## src/sv/mad_pkg.sv

```systemverilog
package mad_pkg;
	localparam int COUNT_W = 7;
endpackage

```

## src/sv/mad_ram.sv

```systemverilog
module mad_ram #(
	parameter int WIDTH = 16,
	parameter int DEPTH = 64
) (
	input  logic                     clk,
	input  logic                     we,
	input  logic [$clog2(DEPTH)-1:0] waddr,
	input  logic [WIDTH-1:0]         wdata,
	input  logic [$clog2(DEPTH)-1:0] raddr,
	output logic [WIDTH-1:0]         rdata
);
	logic [WIDTH-1:0] mem_q [DEPTH];
	always_ff @(posedge clk) begin
		if (we) mem_q[waddr] <= wdata;
		rdata <= mem_q[raddr];
	end
endmodule

```

## src/sv/mad_front.sv

```systemverilog
// Front: stores samples, hands a closed set (count, overflow, bank) to the back.
module mad_front import mad_pkg::*; #(
	parameter int MAX_SAMPLES = 64,
	parameter int SAMPLE_WIDTH = 16,
	localparam int AW = (MAX_SAMPLES > 1) ? $clog2(MAX_SAMPLES) : 1,
	localparam int CW = $clog2(MAX_SAMPLES + 1)
) (
	input  logic                    clk,
	input  logic                    arst_n,
	input  logic                    in_valid,
	output logic                    in_ready,
	input  logic [SAMPLE_WIDTH-1:0] in_sample,
	input  logic                    in_last,
	output logic                    we,
	output logic [AW:0]             waddr,
	output logic [SAMPLE_WIDTH-1:0] wdata,
	output logic                    q_valid,
	input  logic                    q_ready,
	output logic [CW-1:0]           q_count,
	output logic                    q_ovf,
	output logic                    q_bank
);
	logic [CW-1:0] fill_q;
	logic          ovf_q, bank_q;
	logic          hold_q;
	logic          keep;
	assign in_ready = !hold_q;
	assign keep = fill_q != CW'(MAX_SAMPLES);
	assign we = in_valid && in_ready && keep;
	assign waddr = {bank_q, fill_q[AW-1:0]};
	assign wdata = in_sample;
	assign q_valid = hold_q;
	always_ff @(posedge clk or negedge arst_n) begin
		if (!arst_n) begin
			fill_q <= '0; ovf_q <= 1'b0; bank_q <= 1'b0; hold_q <= 1'b0;
			q_count <= '0; q_ovf <= 1'b0; q_bank <= 1'b0;
		end else begin
			if (hold_q && q_ready) hold_q <= 1'b0;
			if (in_valid && in_ready) begin
				if (in_last) begin
					q_count <= keep ? fill_q + CW'(1) : fill_q;
					q_ovf <= ovf_q || !keep;
					q_bank <= bank_q;
					hold_q <= 1'b1;
					bank_q <= !bank_q;
					fill_q <= '0;
					ovf_q <= 1'b0;
				end else if (keep) begin
					fill_q <= fill_q + CW'(1);
				end else begin
					ovf_q <= 1'b1;
				end
			end
		end
	end
endmodule

```

## src/sv/mad_back.sv

```systemverilog
// Back: counting selection. For candidate i, rank = #less, eq = #equal;
// element at index k is i where less <= k < less+eq. Done twice.
module mad_back import mad_pkg::*; #(
	parameter int MAX_SAMPLES = 64,
	parameter int SAMPLE_WIDTH = 16,
	localparam int AW = (MAX_SAMPLES > 1) ? $clog2(MAX_SAMPLES) : 1,
	localparam int CW = $clog2(MAX_SAMPLES + 1)
) (
	input  logic                    clk,
	input  logic                    arst_n,
	input  logic                    q_valid,
	output logic                    q_ready,
	input  logic [CW-1:0]           q_count,
	input  logic                    q_ovf,
	input  logic                    q_bank,
	output logic [AW:0]             raddr,
	input  logic [SAMPLE_WIDTH-1:0] rdata,
	output logic                    out_valid,
	input  logic                    out_ready,
	output logic [SAMPLE_WIDTH-1:0] median,
	output logic [SAMPLE_WIDTH-1:0] mad,
	output logic [COUNT_W-1:0]      count,
	output logic                    overflow
);
	typedef enum logic [2:0] {IDLE, LOADC, SCAN, DONE, OUT} st_t;
	st_t st_q;
	logic [CW-1:0] n_q, i_q, j_q, less_q, eq_q;
	logic          pass_q, ovf_q, bank_q, rd_ok_q;
	logic [SAMPLE_WIDTH-1:0] cand_q, med_q;
	logic [SAMPLE_WIDTH:0] vj, vc, dj;
	logic [CW-1:0] k, eq_n, less_n;
	logic lt, eqv;
	logic [CW-1:0] idx;
	assign k = n_q >> 1;
	assign q_ready = st_q == IDLE;
	assign idx = (st_q == LOADC) ? i_q : j_q;
	assign raddr = {bank_q, idx[AW-1:0]};
	always_comb begin
		dj = {rdata[SAMPLE_WIDTH-1], rdata} - {med_q[SAMPLE_WIDTH-1], med_q};
		if (pass_q) vj = {1'b0, dj[SAMPLE_WIDTH] ? SAMPLE_WIDTH'(-dj) : dj[SAMPLE_WIDTH-1:0]};
		else vj = {rdata[SAMPLE_WIDTH-1], rdata};
		vc = pass_q ? {1'b0, cand_q} : {cand_q[SAMPLE_WIDTH-1], cand_q};
		lt = $signed(vj) < $signed(vc);
		eqv = vj == vc;
		less_n = less_q + CW'(lt);
		eq_n = eq_q + CW'(eqv);
	end
	always_ff @(posedge clk or negedge arst_n) begin
		if (!arst_n) begin
			st_q <= IDLE; out_valid <= 1'b0; pass_q <= 1'b0; rd_ok_q <= 1'b0;
		end else begin
			unique case (st_q)
				IDLE: if (q_valid) begin
					n_q <= q_count; ovf_q <= q_ovf; bank_q <= q_bank;
					pass_q <= 1'b0; i_q <= '0; st_q <= LOADC; rd_ok_q <= 1'b0;
				end
				LOADC: begin
					j_q <= '0; less_q <= '0; eq_q <= '0; rd_ok_q <= 1'b0;
					st_q <= SCAN;
				end
				SCAN: begin
					// read address runs one entry ahead of rdata
					if (!rd_ok_q) begin
						cand_q <= pass_q ? vj[SAMPLE_WIDTH-1:0] : rdata;
						rd_ok_q <= 1'b1;
						j_q <= j_q + CW'(1);
					end else begin
						less_q <= less_n; eq_q <= eq_n;
						if (j_q == n_q) st_q <= DONE;
						else j_q <= j_q + CW'(1);
					end
				end
				DONE: begin
					if (less_q <= k && k < less_q + eq_q) begin
						if (!pass_q) begin
							med_q <= cand_q; pass_q <= 1'b1; i_q <= '0;
							st_q <= LOADC;
						end else begin
							median <= med_q; mad <= cand_q;
							count <= COUNT_W'(n_q); overflow <= ovf_q;
							out_valid <= 1'b1; st_q <= OUT;
						end
					end else begin
						i_q <= i_q + CW'(1); st_q <= LOADC;
					end
				end
				OUT: if (out_ready) begin
					out_valid <= 1'b0; st_q <= IDLE;
				end
				default: st_q <= IDLE;
			endcase
		end
	end
endmodule

```

## src/sv/median_absolute_deviation.sv

```systemverilog
// Median and MAD of a set of signed samples, last sample marked. Samples are
// taken one per cycle, while in_ready is high, into a two-bank RAM; a closed
// set is queued to a selection engine that scans the store once per candidate,
// with up to n candidates in each of two passes, n the kept count.
// Loading of the next set overlaps with selection of the previous one; once
// that next set is closed, input stalls until the engine takes it.
module median_absolute_deviation import mad_pkg::*; #(
	parameter int MAX_SAMPLES = 64,
	parameter int SAMPLE_WIDTH = 16
) (
	input  logic                    clk,
	input  logic                    arst_n,
	input  logic                    in_valid,
	output logic                    in_ready,
	input  logic [SAMPLE_WIDTH-1:0] sample,
	input  logic                    last,
	output logic                    out_valid,
	input  logic                    out_ready,
	output logic [SAMPLE_WIDTH-1:0] median,
	output logic [SAMPLE_WIDTH-1:0] mad,
	output logic [COUNT_W-1:0]      count,
	output logic                    overflow
);
	localparam int AW = (MAX_SAMPLES > 1) ? $clog2(MAX_SAMPLES) : 1;
	localparam int CW = $clog2(MAX_SAMPLES + 1);
	logic we, qv, qr, qo, qb;
	logic [AW:0] wa, ra;
	logic [SAMPLE_WIDTH-1:0] wd, rd;
	logic [CW-1:0] qc;
	mad_front #(.MAX_SAMPLES(MAX_SAMPLES), .SAMPLE_WIDTH(SAMPLE_WIDTH)) u_front (
		.clk, .arst_n, .in_valid, .in_ready, .in_sample(sample), .in_last(last),
		.we, .waddr(wa), .wdata(wd), .q_valid(qv), .q_ready(qr),
		.q_count(qc), .q_ovf(qo), .q_bank(qb));
	mad_ram #(.WIDTH(SAMPLE_WIDTH), .DEPTH(2 ** (AW + 1))) u_ram (
		.clk, .we, .waddr(wa), .wdata(wd), .raddr(ra), .rdata(rd));
	mad_back #(.MAX_SAMPLES(MAX_SAMPLES), .SAMPLE_WIDTH(SAMPLE_WIDTH)) u_back (
		.clk, .arst_n, .q_valid(qv), .q_ready(qr), .q_count(qc), .q_ovf(qo),
		.q_bank(qb), .raddr(ra), .rdata(rd), .out_valid, .out_ready,
		.median, .mad, .count, .overflow);
endmodule

```

## config.mk

```make
export PLATFORM = sky130hd
export DESIGN_NAME = median_absolute_deviation
export DESIGN_NICKNAME = d
export VERILOG_FILES = /design/src/sv/mad_pkg.sv /design/src/sv/mad_ram.sv /design/src/sv/mad_front.sv /design/src/sv/mad_back.sv /design/src/sv/median_absolute_deviation.sv
export SDC_FILE = /design/constraint.sdc
export NUM_CORES = 2
export LEC_CHECK = 0
export BUFFER_PORTS_ARGS = -buffer_cell sky130_fd_sc_hd__buf_2
export CORE_ASPECT_RATIO = 0.75
export CORE_UTILIZATION = 35
export CTS_BUF_LIST = sky130_fd_sc_hd__clkbuf_8 sky130_fd_sc_hd__clkbuf_16
export CTS_CLUSTER_DIAMETER = 60
export CTS_CLUSTER_SIZE = 16
export DETAILED_ROUTE_END_ITERATION = 8
export GPL_TIMING_DRIVEN = 0
export PLACE_DENSITY = 0.49
export SLEW_MARGIN = 20
export SYNTH_ARGS = -nofsm -noshare
export SYNTH_HDL_FRONTEND = slang
export SYNTH_HIERARCHICAL = 1
export SYNTH_SLANG_ARGS = --single-unit
```

## constraint.sdc

```tcl
create_clock -name clk -period 8.3 [get_ports clk]
set_clock_uncertainty 0.1 [all_clocks]
set_input_delay 1.66 -clock clk [delete_from_list [all_inputs] [get_ports clk]]
set_output_delay 1.66 -clock clk [all_outputs]
set_load 0.005 [all_outputs]
```

==> impl_metrics.yaml <==
clock_network:
  cts_root_buf: "clkbuf_16"
  clk_pin_slew_ps: 70
  clock_latency_ps: 840
  cts-hold-fix-buffers: 0
  cts_max_level: 4
  clock_tree.buffer_depth: 4
  cts_resized: 0
  clock_sink_count: 2197
  postCtsSetupRepairBufs: 0
  cts_tree: "yes"
  inserted_clock_buffers: 170
final_layout:
  finish.cell_count_without_fillers: 7464
  area_growth_syn_to_layout_pct: 13.4
  most-common-layout-cells: "2,156 x edfxtp_1, 672 x mux4_2, 174 x clkbuf_16"
  mostFrequentLayoutCell: "edfxtp_1"
  num-nets-final: 4236
  layout.cell_area.non_filler_sq_um: 97900
  finalCoreUtilization_pct: 40.0
  post_route_cells_drive_above_1_share_pct: 32.0
synth:
  fraction_of_synthesized_cell_area_taken_by_the_top_area_cell_type_pct: 74.9
  ys_ff_latch: 2197
  yosysWarningCount: 6
  synth_top_flop_cell: "edfxtp_1"
  yosys.area.top_type: "edfxtp_1"
  synth-async-reset-ratio_pct: 1.14
  post_synth_inst_count: 3808
  average_cell_area_after_synthesis_sq_um: 22.7
  synth.yosys.seq_area_share_pct: 76.0
  mappedNetlistNets: 3890
  synth_area_leaders: "edfxtp_1 75%, mux4_2 18%, ha_1 0.85%, nor2_1 0.79%, dfrtp_1 0.72%"
  post_synth_num_cell_types: 73
  syn_area_sq_um: 86400
  number_of_flops_mapped_to_enable_cells_by_yosys: 2156
setup_path:
  critical_path.reg2reg.endpoint: "u_back/less_q[6]$_SDFFCE_PN0P_"
  r2r.worst_path.cells: 28
  critical_path.max_stage_delay_ps: 630
  critPathTopFamily: "compound AO/OA/AOI/OAI gates"
  timing.critical_path.from_type: "register"
  timing.setup.critical_path_class: "reg -> reg"
  crit_fanout: 10
  end_kind: "register"
  worst_path_required_time_ps: 8750
  slowest_stage: "o22ai_1"
  critPathMostFrequentCell: "ha_1"
  r2r_start: "u_back/med_q[0]$_DFFE_PP_"
  critical_path_arrival_ps: 6970
  ff2ff_setup_slack_ps: 1780
  path_buf_inv: 1
timing:
  finalCriticalPeriod_ps: 6520
  rsz0062_at_grt: "false"
  timing_hold_violations_final: 0
  fin_crit_sh_pct: 78.5
  max_clock_freq_mhz: 153
  timing.setup.tns_ps: 0
  finalMaxSlewViolations: 0
  endpoints_failing_setup: 0
  worst-slew-pin-transition_ps: 1200
  timing.max_slew.rel_slack_pct: 20.3
floorplanning:
  floorplan.initialDensity_pct: 35.3
  floorplan.die_area_sq_um: 249000
  vertical_extent_of_the_die_microns: 432
  fp-row-count: 157
  die_w_microns: 576
  boundaryPins: 63
  coreArea_sq_um: 245000
routing:
  postRouteAntennaNets: 0
  detail_route.first_pass.iterations: 6
  postRouteWirelength_mm: 237
  remaining_drc_errors: 0
  routedWlPerCell_microns: 31.7
  drt_iter0_drc: 5196
  route.vias.total: 40900
  vias_per_cell: 5.48
power:
  cellPowerDensity_nw_per_um2: 304
  power_switching_share_pct: 32.4
  p_total_mw: 29.8
  comb_power_share_pct: 32.1
  p_int_mw: 20.1
  p_leak_nw: 30.1
  max-vdd-ir-drop_mv: 0.194
  power_switching_mw: 9.64
  seq_power_share_pct: 42.3
  clock_power_share_pct: 25.5
global_routing:
  grt_first_pass_wirelength_mm: 329
  grt_start_max_net_pins: 129
  grt_pass1_vias: 40000
  globalRoute.totalOverflow: 0
  grt_antenna_before_repair: 34
  globalRouteTotalUtil_pct: 19.0
flow_run:
  maxCapViolations: 0
placed_design:
  detailedPlacementHpwl_mm: 161
  portBuffers: 45
  gp_congestion: 0.831
  placement.cell_area_sq_um: 93200
  placed_cells: 7238
outcome:
  outcome: "completed"
hold_path:
  timing.hold.worst_path_depth: 0
  hold_class: "reg -> reg"
  worst_hold_path.endpoint: "u_back/overflow$_DFFE_PP_"
  min_from: "u_back/ovf_q$_DFFE_PP_"
-- metal layers --
layer	global-route usage (%)	vias to the layer above	wire (microns)
met5	0	-	0
met4	3.53	0	4040
met3	2.87	223	18700
met2	26.3	1526	98900
met1	31.5	22600	115000
li1	-	16600	-
-- cells by family after synthesis --
family	after synthesis	share of synthesized area [%]
flip-flops	2197	76.0
multiplexers	703	17.9
AND/OR/NAND/NOR	367	1.98
buffers and inverters	268	1.44
AO/OA/AOI/OAI	156	1.15
adder cells (fa/ha/maj)	61	0.901
XOR/XNOR	56	0.568
-- state kept, by name, summed over array words and instances, names as in the netlist, 7 cells and up --
register,flops
u_ram/mem_q,2048
u_back/cand_q,16
u_back/mad,16
u_back/med_q,16
u_back/median,16
u_ram/rdata,16
u_back/count,7
u_back/eq_q,7
u_back/j_q,7
u_back/less_q,7
u_back/n_q,7
u_front/fill_q,7
u_front/q_count,7
-- synth_stat cells (5+ instances only) --
cell type and count:
clkbuf_1 87, nand2_1 56, nor3_1 17, mux4_2 672, nand4_1 13, nor2_1 182, and2_1 6, dfxtp_1 16
dfrtp_1 25, nor2b_1 17, xnor2_1 31, buf_6 7, mux2_2 26, xor2_1 25, buf_4 26, nand2b_1 12
ha_1 59, a31oi_1 10, o31ai_1 5, or3_1 5, and3_1 7, o21a_1 7, o21ai_0 32, edfxtp_1 2156
buf_1 29, a21oi_1 53, buf_2 59, a21o_1 17, nand3_1 31, inv_1 58
-- power groups by stage --
stage / logic [mW] / registers, mW / clock network (mW)
after floorplan: 5.64 / 12.8 / 0
final: 9.57 / 12.6 / 7.61
after CTS: 9.62 / 12.6 / 7.82
after global routing: 10.0 / 12.6 / 8.19
after detailed placement: 9.59 / 12.9 / 0
after global placement: 9.38 / 12.9 / 0
-- cell type report --
| type | count | area, sq um |
|---|---|---|
| antenna | 5 | 12.5 |
| buffer | 209 | 1120 |
| clock buffer | 174 | 4350 |
| clock inverter | 44 | 318 |
| fill | 21700 | 147000 |
| inverter | 59 | 226 |
| multi-input combinational | 1343 | 20100 |
| sequential | 2197 | 65700 |
| tap | 3259 | 4080 |
| timing repair buffer | 174 | 2080 |
-- worst max path at each step --
stage | from | to | cells after the start
floorplan | u_back/less_q[0]$_SDFFCE_PN0P_ | u_back/count[0]$_DFFE_PP_ | 12
global placement | u_back/less_q[0]$_SDFFCE_PN0P_ | u_back/mad[7]$_DFFE_PP_ | 12
detailed placement | u_back/med_q[0]$_DFFE_PP_ | u_back/less_q[6]$_SDFFCE_PN0P_ | 28
CTS | u_back/med_q[0]$_DFFE_PP_ | u_back/less_q[6]$_SDFFCE_PN0P_ | 28
global route | u_back/med_q[0]$_DFFE_PP_ | u_back/less_q[6]$_SDFFCE_PN0P_ | 28
finish | u_back/med_q[0]$_DFFE_PP_ | u_back/less_q[6]$_SDFFCE_PN0P_ | 28
-- per-stage QoR --
step | hold slack [ps] | setup slack (ps)
CTS | 333 | 1890
global placement | 309 | 754
detailed placement | 308 | 1960
floorplan | 300 | 2430
global route | 332 | 1450
finish | 327 | 1780
Note: power is estimated with default switching activity, not from simulation.
